==> config.mk <==
export PLATFORM = sky130hd
export DESIGN_NAME = dft_15_point_top
export DESIGN_NICKNAME = d
export VERILOG_FILES = /design/src/hw/rtl/dft15_pkg.sv /design/src/hw/rtl/dft15_ram.sv /design/src/hw/rtl/dft15_front.sv /design/src/hw/rtl/dft15_back.sv /design/src/hw/rtl/dft_15_point_top.sv
export SDC_FILE = /design/constraint.sdc
export NUM_CORES = 2
export LEC_CHECK = 0
export ABC_AREA = 1
export BUFFER_PORTS_ARGS = -buffer_cell sky130_fd_sc_hd__buf_2
export CAP_MARGIN = 20
export CORE_MARGIN = 1.5
export CORE_UTILIZATION = 45
export CTS_BUF_LIST = sky130_fd_sc_hd__clkbuf_8 sky130_fd_sc_hd__clkbuf_16
export DETAILED_ROUTE_END_ITERATION = 6
export REMOVE_ABC_BUFFERS = 1
export SYNTH_ARGS = -nofsm -noshare
export SYNTH_HDL_FRONTEND = slang
export SYNTH_SLANG_ARGS = --single-unit
==> constraint.sdc <==
create_clock -name clk -period 8.95 [get_ports clk]
set_input_delay 0.4475 -clock clk [delete_from_list [all_inputs] [get_ports clk]]
set_output_delay 0.4475 -clock clk [all_outputs]
set_load 0.03 [all_outputs]
==> src/hw/rtl/dft15_pkg.sv <==
//------------------------------------------------------------------------------
// dft15_pkg
// Shared widths, constants, types and Q1.16 twiddle tables of the 15-point DFT.
//------------------------------------------------------------------------------
`default_nettype none

package dft15_pkg;

	localparam int FRAME_LEN = 15;
	localparam int IDX_W     = 4;
	localparam int SAMPLE_W  = 16;
	localparam int BIN_W     = 20;
	localparam int TW_W      = 18;
	localparam int PROD_W    = SAMPLE_W + TW_W;
	localparam int ACC_W     = 37;
	localparam int FRAC_W    = 16;
	localparam int RAM_AW    = IDX_W + 1;
	localparam int RAM_DEPTH = 1 << RAM_AW;

	localparam logic [IDX_W-1:0] LAST_IDX = IDX_W'(FRAME_LEN - 1);
	localparam logic [IDX_W:0]   MOD_LEN  = (IDX_W + 1)'(FRAME_LEN);
	localparam logic signed [ACC_W-1:0] ROUND_BIAS = ACC_W'(1) << (FRAC_W - 1);

	// frame queue status, front to back
	typedef struct packed {
		logic avail;
		logic bank;
	} frame_info_t;

	function automatic logic signed [TW_W-1:0] cos_q16(input logic [IDX_W-1:0] m);
		logic signed [TW_W-1:0] c;
		unique case (m)
			4'd0:    c = 18'sd65536;
			4'd1:    c = 18'sd59870;
			4'd2:    c = 18'sd43852;
			4'd3:    c = 18'sd20252;
			4'd4:    c = -18'sd6850;
			4'd5:    c = -18'sd32768;
			4'd6:    c = -18'sd53020;
			4'd7:    c = -18'sd64104;
			4'd8:    c = -18'sd64104;
			4'd9:    c = -18'sd53020;
			4'd10:   c = -18'sd32768;
			4'd11:   c = -18'sd6850;
			4'd12:   c = 18'sd20252;
			4'd13:   c = 18'sd43852;
			4'd14:   c = 18'sd59870;
			default: c = '0;
		endcase
		return c;
	endfunction

	function automatic logic signed [TW_W-1:0] sin_q16(input logic [IDX_W-1:0] m);
		logic signed [TW_W-1:0] s;
		unique case (m)
			4'd0:    s = 18'sd0;
			4'd1:    s = 18'sd26656;
			4'd2:    s = 18'sd48703;
			4'd3:    s = 18'sd62328;
			4'd4:    s = 18'sd65177;
			4'd5:    s = 18'sd56756;
			4'd6:    s = 18'sd38521;
			4'd7:    s = 18'sd13626;
			4'd8:    s = -18'sd13626;
			4'd9:    s = -18'sd38521;
			4'd10:   s = -18'sd56756;
			4'd11:   s = -18'sd65177;
			4'd12:   s = -18'sd62328;
			4'd13:   s = -18'sd48703;
			4'd14:   s = -18'sd26656;
			default: s = '0;
		endcase
		return s;
	endfunction

endpackage

`default_nettype wire

==> src/hw/rtl/dft15_ram.sv <==
//------------------------------------------------------------------------------
// dft15_ram
// Generic simple dual-port RAM, one write port, one registered read port.
//------------------------------------------------------------------------------
`default_nettype none

module dft15_ram #(
	parameter int WIDTH = 16,
	parameter int DEPTH = 32
) (
	input  wire logic                     clk,
	input  wire logic                     we,
	input  wire logic [$clog2(DEPTH)-1:0] waddr,
	input  wire logic [WIDTH-1:0]         wdata,
	input  wire logic                     re,
	input  wire logic [$clog2(DEPTH)-1:0] raddr,
	output logic      [WIDTH-1:0]         rdata
);

	logic [WIDTH-1:0] mem_q [DEPTH];

	always_ff @(posedge clk) begin
		if (we) begin
			mem_q[waddr] <= wdata;
		end
		if (re) begin
			rdata <= mem_q[raddr];
		end
	end

endmodule

`default_nettype wire

==> src/hw/rtl/dft15_front.sv <==
//------------------------------------------------------------------------------
// dft15_front
// Sample intake: fill count, bank select and the two-frame queue of full banks.
//------------------------------------------------------------------------------
`default_nettype none

module dft15_front
	import dft15_pkg::*;
(
	input  wire logic                clk,
	input  wire logic                arst_n,
	input  wire logic                in_valid,
	output logic                     in_ready,
	input  wire logic [SAMPLE_W-1:0] sample,
	input  wire logic                release_frame,
	output frame_info_t              frame_info,
	output logic                     wr_en,
	output logic [RAM_AW-1:0]        wr_addr,
	output logic [SAMPLE_W-1:0]      wr_data
);

	logic [IDX_W-1:0] fill_q;
	logic             wr_bank_q;
	logic             rd_bank_q;
	logic [1:0]       frames_q;
	logic             push;

	// both banks full means no room for another frame
	assign in_ready = (frames_q != 2'd2);
	assign wr_en    = in_valid && in_ready;
	assign wr_addr  = {wr_bank_q, fill_q};
	assign wr_data  = sample;
	assign push     = wr_en && (fill_q == LAST_IDX);

	assign frame_info.avail = (frames_q != 2'd0);
	assign frame_info.bank  = rd_bank_q;

	always_ff @(posedge clk or negedge arst_n) begin
		if (!arst_n) begin
			fill_q    <= '0;
			wr_bank_q <= 1'b0;
			rd_bank_q <= 1'b0;
			frames_q  <= '0;
		end else begin
			if (wr_en) begin
				if (fill_q == LAST_IDX) begin
					fill_q    <= '0;
					wr_bank_q <= ~wr_bank_q;
				end else begin
					fill_q <= fill_q + 1'b1;
				end
			end
			if (release_frame) begin
				rd_bank_q <= ~rd_bank_q;
			end
			if (push && !release_frame) begin
				frames_q <= frames_q + 1'b1;
			end else if (!push && release_frame) begin
				frames_q <= frames_q - 1'b1;
			end
		end
	end

endmodule

`default_nettype wire

==> src/hw/rtl/dft15_back.sv <==
//------------------------------------------------------------------------------
// dft15_back
// Bin engine: sequencer over (k, n), shared complex MAC, rounding output register.
//------------------------------------------------------------------------------
`default_nettype none

module dft15_back
	import dft15_pkg::*;
(
	input  wire logic                clk,
	input  wire logic                arst_n,
	input  frame_info_t              frame_info,
	output logic                     release_frame,
	output logic                     rd_en,
	output logic [RAM_AW-1:0]        rd_addr,
	input  wire logic [SAMPLE_W-1:0] rd_data,
	output logic                     out_valid,
	input  wire logic                out_ready,
	output logic [BIN_W-1:0]         bin_real,
	output logic [BIN_W-1:0]         bin_imag,
	output logic [IDX_W-1:0]         bin_index,
	output logic                     last_bin
);

	logic adv;
	logic issue;

	logic [IDX_W-1:0] n_q, k_q, m_q;
	logic [IDX_W:0]   m_sum;
	logic [IDX_W-1:0] m_nx;

	logic             v_s1, first_s1, lastn_s1;
	logic [IDX_W-1:0] m_s1, k_s1;

	logic                     v_s2, first_s2, lastn_s2;
	logic [IDX_W-1:0]         k_s2;
	logic signed [PROD_W-1:0] prod_re_s2, prod_im_s2;

	logic                    done_s3;
	logic [IDX_W-1:0]        k_s3;
	logic signed [ACC_W-1:0] acc_re_s3, acc_im_s3;
	logic signed [ACC_W-1:0] prod_re_ext, prod_im_ext;
	logic signed [ACC_W-1:0] rnd_re, rnd_im;

	logic out_valid_q;

	// whole pipeline freezes while a result waits in the output register
	assign adv   = !out_valid_q || out_ready;
	assign issue = adv && frame_info.avail;

	assign rd_en   = adv;
	assign rd_addr = {frame_info.bank, n_q};

	// frame bank is free once its last sample has been read
	assign release_frame = issue && (n_q == LAST_IDX) && (k_q == LAST_IDX);

	// twiddle index m = n*k mod 15, stepped by k
	assign m_sum = {1'b0, m_q} + {1'b0, k_q};
	assign m_nx  = (m_sum >= MOD_LEN) ? IDX_W'(m_sum - MOD_LEN) : m_sum[IDX_W-1:0];

	always_ff @(posedge clk or negedge arst_n) begin
		if (!arst_n) begin
			n_q <= '0;
			k_q <= '0;
			m_q <= '0;
		end else if (issue) begin
			if (n_q == LAST_IDX) begin
				n_q <= '0;
				m_q <= '0;
				k_q <= (k_q == LAST_IDX) ? '0 : k_q + 1'b1;
			end else begin
				n_q <= n_q + 1'b1;
				m_q <= m_nx;
			end
		end
	end

	// s1: sample read in flight
	always_ff @(posedge clk or negedge arst_n) begin
		if (!arst_n) begin
			v_s1 <= 1'b0;
		end else if (adv) begin
			v_s1 <= issue;
		end
	end

	always_ff @(posedge clk) begin
		if (adv) begin
			first_s1 <= (n_q == '0);
			lastn_s1 <= (n_q == LAST_IDX);
			m_s1     <= m_q;
			k_s1     <= k_q;
		end
	end

	// s2: the two products
	always_ff @(posedge clk or negedge arst_n) begin
		if (!arst_n) begin
			v_s2 <= 1'b0;
		end else if (adv) begin
			v_s2 <= v_s1;
		end
	end

	always_ff @(posedge clk) begin
		if (adv) begin
			first_s2   <= first_s1;
			lastn_s2   <= lastn_s1;
			k_s2       <= k_s1;
			prod_re_s2 <= $signed(rd_data) * cos_q16(m_s1);
			prod_im_s2 <= $signed(rd_data) * sin_q16(m_s1);
		end
	end

	// s3: accumulate, imaginary part takes minus sine
	assign prod_re_ext = ACC_W'(prod_re_s2);
	assign prod_im_ext = ACC_W'(prod_im_s2);

	always_ff @(posedge clk or negedge arst_n) begin
		if (!arst_n) begin
			done_s3 <= 1'b0;
		end else if (adv) begin
			done_s3 <= v_s2 && lastn_s2;
		end
	end

	always_ff @(posedge clk) begin
		if (adv && v_s2) begin
			k_s3 <= k_s2;
			if (first_s2) begin
				acc_re_s3 <= prod_re_ext;
				acc_im_s3 <= -prod_im_ext;
			end else begin
				acc_re_s3 <= acc_re_s3 + prod_re_ext;
				acc_im_s3 <= acc_im_s3 - prod_im_ext;
			end
		end
	end

	// round half up, arithmetic shift by the fraction width
	assign rnd_re = acc_re_s3 + ROUND_BIAS;
	assign rnd_im = acc_im_s3 + ROUND_BIAS;

	always_ff @(posedge clk or negedge arst_n) begin
		if (!arst_n) begin
			out_valid_q <= 1'b0;
		end else if (adv) begin
			out_valid_q <= done_s3;
		end
	end

	always_ff @(posedge clk) begin
		if (adv && done_s3) begin
			bin_real  <= rnd_re[FRAC_W+BIN_W-1:FRAC_W];
			bin_imag  <= rnd_im[FRAC_W+BIN_W-1:FRAC_W];
			bin_index <= k_s3;
			last_bin  <= (k_s3 == LAST_IDX);
		end
	end

	assign out_valid = out_valid_q;

endmodule

`default_nettype wire

==> src/hw/rtl/dft_15_point_top.sv <==
//------------------------------------------------------------------------------
// dft_15_point_top
// 15-point forward DFT of a real signal in fixed point, bins in natural order.
//------------------------------------------------------------------------------
//
//  channel  | handshake           | payload
//  ---------+---------------------+-------------------------------------------
//  input    | in_valid / in_ready | sample (s16, time order)
//  output   | out_valid/out_ready | bin_real, bin_imag (s20), bin_index, last_bin
//
//  each bin takes one pass over the 15 samples on one shared complex
//  multiply-accumulate; the next frame can fill the other bank meanwhile
//  with the engine idle, the first bin follows the transaction that completes a
//  frame after the reads for bin 0 and the product, accumulate and output stages
//  reset clears counters, queue and valid flags; the sample store is not cleared
//  an output stall freezes the MAC pipeline; input stalls only while two full
//  frames are held in the two-bank sample store
//
`default_nettype none

module dft_15_point_top
	import dft15_pkg::*;
(
	input  wire logic                clk,
	input  wire logic                arst_n,
	input  wire logic                in_valid,
	output logic                     in_ready,
	input  wire logic [SAMPLE_W-1:0] sample,
	output logic                     out_valid,
	input  wire logic                out_ready,
	output logic [BIN_W-1:0]         bin_real,
	output logic [BIN_W-1:0]         bin_imag,
	output logic [IDX_W-1:0]         bin_index,
	output logic                     last_bin
);

	frame_info_t          frame_info;
	logic                 release_frame;
	logic                 wr_en, rd_en;
	logic [RAM_AW-1:0]    wr_addr, rd_addr;
	logic [SAMPLE_W-1:0]  wr_data, rd_data;

	// intake and frame queue
	dft15_front u_front (
		.clk           (clk),
		.arst_n        (arst_n),
		.in_valid      (in_valid),
		.in_ready      (in_ready),
		.sample        (sample),
		.release_frame (release_frame),
		.frame_info    (frame_info),
		.wr_en         (wr_en),
		.wr_addr       (wr_addr),
		.wr_data       (wr_data)
	);

	// two banks of 15 samples, bank bit on top of the sample index
	dft15_ram #(
		.WIDTH (SAMPLE_W),
		.DEPTH (RAM_DEPTH)
	) u_store (
		.clk   (clk),
		.we    (wr_en),
		.waddr (wr_addr),
		.wdata (wr_data),
		.re    (rd_en),
		.raddr (rd_addr),
		.rdata (rd_data)
	);

	// bin engine with output register
	dft15_back u_back (
		.clk           (clk),
		.arst_n        (arst_n),
		.frame_info    (frame_info),
		.release_frame (release_frame),
		.rd_en         (rd_en),
		.rd_addr       (rd_addr),
		.rd_data       (rd_data),
		.out_valid     (out_valid),
		.out_ready     (out_ready),
		.bin_real      (bin_real),
		.bin_imag      (bin_imag),
		.bin_index     (bin_index),
		.last_bin      (last_bin)
	);

endmodule

`default_nettype wire

* Yosys cells after proc, flatten, opt, wreduce, memory -nomap -nowiden
Memories as Yosys holds them, arrays and structs flattened. A register that Yosys moved wholly into a read port is not among the register bits. Cells that the tools add are included.
Word-level totals: register bits 231, memory bits (writable) 512, ROM bits 560, input bits 20, output and inout port bits 47, logic and storage cells 86, memories 3
Cells by class: $add $sub $neg 12, multiply operators 2, magnitude comparators 1, eq/ne operators 5, multiplexer cells 15, bitwise logic cells 2, reduce and logical (&&, ||, !) cells 19
Memories:
- u_store.mem_q | words 32, bits a word 16, rd ports 1, clocked after memory_dff 1, write ports 1, line dft15_ram.sv:20 | logic [WIDTH-1:0] mem_q [DEPTH];
- (no name shown) | words 16, bits a word 18, rd ports 1, clocked after memory_dff 1, write ports 0, line dft15_pkg.sv:55 | unique case (m)
- (no name shown) | words 16, bits a word 17, rd ports 1, clocked after memory_dff 1, write ports 0, line dft15_pkg.sv:32 | unique case (m)
Operator list (count):
- 37-bit two-way mux | 2
- 36-bit by 17-bit adder with 36-bit output (second input constant) | 2
- 16-bit by 18-bit multiplier with 34-bit output | 2
- 37-bit by 34-bit adder with 37-bit output | 1
- 34-bit negation with 37-bit output | 1
- 37-bit by 34-bit subtractor with 37-bit output | 1
- 18-bit two-way mux | 2
- 4-bit two-way mux | 7
- 4-bit == test (second input constant) | 4
- 4-bit by 1-bit adder with 4-bit output (second input constant) | 3
- 1-bit logical AND | 10
- 4-bit by 4-bit adder with 5-bit output | 1
- 5-bit by 4-bit >= comparator with 1-bit output (second input constant) | 1
- 4-bit zero test | 1
- 2-bit two-way mux | 2
- 2-bit AND reduction | 2
- 2-bit nonzero test | 2
- 4-bit subtractor (second input constant) | 1
- 1-bit zero test | 3
- 2-bit by 1-bit adder with 2-bit output (second input constant) | 1
- 1-bit two-way mux | 2
- 2-bit inequality test (second input constant) | 1
- 1-bit inverter | 2
- 2-bit by 1-bit subtractor with 2-bit output (second input constant) | 1
- 1-bit logical OR | 1

* Depth between registers and ports, before layout
depth after elaboration 8, mapped depth 27, mapped depth without buffers 25

* Cells and area by module
From an unflattened synthesis, not the netlist that was laid out.
Second synthesis, totals: cells, all modules 6703, area, all modules 59836.1 µm²
By module, submodules not included:
- dft15_back | times used 1, cells an instance 4835, area each 37800.0 µm²
- dft15_ram | times used 1, cells an instance 1794, area each 21461.8 µm²
- dft15_front | times used 1, cells an instance 74, area each 574.3 µm²

* Worst setup path before layout
OpenSTA, ideal clock, no wires.
path kind register -> register, from register u_store.rdata[2] (read register of u_store.mem_q), to register u_back.prod_im_s2[24], data pin, library setup time 253 ps, data arrival time 5401 ps, required time 8697 ps, setup slack 3296 ps, stages on the path, launching flop included 21, buffers on the path 2, clock period less this slack 5654 ps, cells stage by stage edfxtp_1 clkbuf_1 clkbuf_1 nand2_1 fa_1 fa_1 inv_1 fa_1 fa_1 fa_1 inv_1 fa_1 inv_1 ha_1 nand2_1 nor2_1 inv_1 nor2_1 or3b_1 nand4_1 nand2_1
On the way: cells in the longest elaborated chain, start to end 1
RTL lines:
- start, declared | line dft15_ram.sv:17 | output logic [WIDTH-1:0] rdata
- 16-bit by 18-bit multiplier with 34-bit output | line dft15_back.sv:111 | prod_im_s2 <= $signed(rd_data) * sin_q16(m_s1);
- end signal, assigned | line dft15_back.sv:111
- end, declared | line dft15_back.sv:37 | logic signed [PROD_W-1:0] prod_re_s2, prod_im_s2;
No other way between the ends. A chain may end at the register's enable or synchronous reset.

==> results.md <==
* Slowest CP cell: fa_1
* FF-to-FF path depth at 18
* Synth Area in Simple Gates at between 10% and 20%
* CP required at 9390 ps
* Slowest stage delay, CP at 890 ps
* Total die area at roughly 130000 um2
* Max transition margin at between 20% and 30%
* Final Cycle Share at about three quarters
* Critical Path Sink: u_back.prod_re_s2[30]$_DFFE_PN_
* Vias in the first global route at between 40000 and 50000
* Ranking of synthesized cells by area: edfxtp_1 (38%), fa_1 (19%), nand2_1 (9.0%)
* Initial Utilization at a little under half
* ANT nets after route at 0
* Yosys cell types at 62
* Worst hold path class: primary input to register
* Post-synthesis sequential area ratio at 39.8%
* Sum of negative setup slack at 0 ps
* Largest family of logic cells by synthesized area: adder cells
* DR WL/cell at about 19 um
* Most common flop cell mapped by yosys: edfxtp_1
* DRT iter0 DRCs at roughly 3100
* Gate Count Post-Synth at 6206
* Initial antenna violation count at 1
* Post-synthesis register bit count at a little under 800
* GP Congestion at 0.919
* Setup Fix Bufs, Post-CTS at 0
* Layout area overhead at 8.62%
* # hold bufs at CTS at 1
* Data arrival time of the critical path at about 7000 ps
* Crit-path max FO at 16
* Antenna diodes at 0
* Number of flops mapped to enable cells by yosys at 731
* Worst Setup Start Kind: register
* # nets final at ~7000
* Crit path capture type: register
* Total CTS buffers at 89
* Run status: complete, no violations
* CP dominant cell by count: fa_1
* FILL cells at 11900
* Pin count of the biggest net entering global routing at 123
* Compound-Gate Fraction of Synth Area at under 10%
* Commonest cells post-synth: nand2_1 (1402), inv_1 (1179), edfxtp_1 (731)
* Clk slew on worst S/H paths at 60 ps
* Port buffer count at 66
* H-tree levels at 3
* Area share of the largest cell type after synthesis at a little under two fifths
* Slew @ Worst Pin at around 1100 ps
* GRT Total Usage at 23.6%
* Global-route wire length before repair at ~240000 um
* Core Area at 128000 um2
* Adder-Cell Fraction of Synth Area at 24.7%
* Period minus WS final at around 6600 ps
* Clock latency on the worst-skew pair at about 720 ps
* Count of final hold-check violations at 0
* Largest area contributor in the netlist: edfxtp_1
* Yosys Warn Count at 0
* DRT Wirelength at about 150000 um
* Synthesized area at ~58000 um2
* Fmax achieved at ~150 MHz
* Die height at approximately 360 um
* DRC errors left at 0
* Fin Clk Skew at ~38 ps
* Die width at approximately 360 um
* Reg-to-reg slack, setup at approximately 2400 ps
* DR vias/cell at between 5 and 6
* I/O pin count at 67
* Via count at about 42000
* Mux cell area share after synthesis at less than 1%
* Asr flop ratio synth at ~3.0%
* Top-count cell post-synth: nand2_1
* Final-report setup violation count at 0
* Critical-path cell list: nand2_1 > inv_1 > fa_1 > fa_1 > fa_1 > fa_1 > fa_1 > inv_1 > fa_1 > inv_1 > ha_1 > nand2_1 > nor2_1 > nand2_1 > nor4_1 > nand2_1 > nand4_1 > nand2_1
* Clk sink count at 788
* Synth Area in XOR/XNOR at about 1.9%
* Overflow after GRT at 0
* FP Rows at between 100 and 150
* Layout cell share with drive strength beyond 1 at under 10%
* Max Slew Vio Count at 0
* Drt first pass iters at 6
* Root Buffer: clkbuf_16
* R2R Path End: u_back.prod_re_s2[30]$_DFFE_PN_
* Mean Syn Cell Area at around 9.4 um2
* RSZ-0062 raised after global routing: no
* Dpl hpwl at roughly 110000 um
* WS Path Type: register to register
* Maxcap violations at 0
* Resize count post-CTS at 0
* CTS max path bufs at 3
* CTS tree: yes
per-layer routing:
metal / global-route usage, % / share of wire [%]
met5: 0 / 0
met4: 6.66 / 2.6
met3: 3.46 / 5.8
met2: 39.0 / 47
met1: 32.3 / 44
flip-flops by register name, summed over array words and instances (netlist names), 4 cells and up, named ones only:
register / cells
u_back.acc_im_s3: 36
u_back.acc_re_s3: 35
u_back.bin_imag: 20
u_back.bin_index: 4
u_back.bin_real: 20
u_back.k_q: 4
u_back.k_s1: 4
u_back.k_s2: 4
u_back.k_s3: 4
u_back.m_q: 4
u_back.m_s1: 4
u_back.n_q: 4
u_back.prod_im_s2: 34
u_back.prod_re_s2: 33
u_front.fill_q: 4
u_store.mem_q: 512
u_store.rdata: 16
worst min-delay path by stage:
stage / from / endpoint / cells past startpoint / slack (ps)
after floorplan: arst_n / u_back.done_s3$_DFFE_PN0N_ / 0 / 150
after global placement: u_back.k_s2[3]$_DFFE_PN_ / u_back.k_s3[3]$_DFFE_PP_ / 0 / 400
after detailed placement: u_back.k_s1[0]$_DFFE_PN_ / u_back.k_s2[0]$_DFFE_PN_ / 0 / 400
after CTS: in_valid / u_front.fill_q[1]$_DFFE_PN0P_ / 4 / 180
after global routing: in_valid / u_front.fill_q[1]$_DFFE_PN0P_ / 4 / 240
final: in_valid / u_front.fill_q[1]$_DFFE_PN0P_ / 4 / 230
kinds of logic after synthesis:
kind of cell	Yosys count
simple gates	2498
buf+inv	1429
fa+ha+maj	814
flops	788
compound gates	549
xor+xnor	127
mux	1
per-stage QoR:
step	setup WS [ps]	cells	utilization, %	hold WS (ps)	area (um2)
final	2370	7992	49.5	226	63300
after global routing	1950	7992	49.5	244	63300
after CTS	2410	7992	49.5	182	63300
after detailed placement	2430	7831	47.2	405	60400
after global placement	2420	7831	47.2	403	60400
after floorplan	468	5966	-	152	57300
worst max-delay path: cells and delay by family (launching register included):
kind	cells	cell delay [ps]
flip-flops	1	850
buffers and inverters	3	250
AND/OR/NAND/NOR	8	1360
adder cells (fa/ha/maj)	7	3860
cell type report:
| class | instances | area, um2 | area share, % |
|---|---|---|---|
| clock inverters | 67 | 624 | 0.986 |
| inverters | 1189 | 4470 | 7.06 |
| well taps | 1729 | 2160 | 3.42 |
| flip-flops and latches | 788 | 23200 | 36.7 |
| multi-input cells | 3989 | 29700 | 46.8 |
| repair buffers | 137 | 891 | 1.41 |
| clock buffers | 93 | 2300 | 3.64 |
layout by cell type, fill, tap and decap left out, types with 8 or more instances in the layout:
master        n
dfxtp_1      33
fa_1        561
bufinv_16     8
nand3b_1     21
inv_2         8
nor2_1      305
a31oi_1      25
o21bai_1     30
xnor2_1      44
o21ai_0     113
buf_2        66
a21oi_1     173
clkinv_2     11
buf_4        68
ha_1        253
or2_2        22
inv_1      1192
nand2_1    1402
nor2_4        9
xor2_1       82
a22oi_1     129
nor4_1        8
clkinv_1     19
nor3_1       41
nand3_1     588
o21ai_1      35
nor2_2       14
edfxtp_1    731
dfrtp_1      22
clkbuf_16    91
nand4_1      48
a21boi_0      8
Power is not shown: default switching activity piles up to over one toggle a cycle in this logic, so the estimate is an artifact.
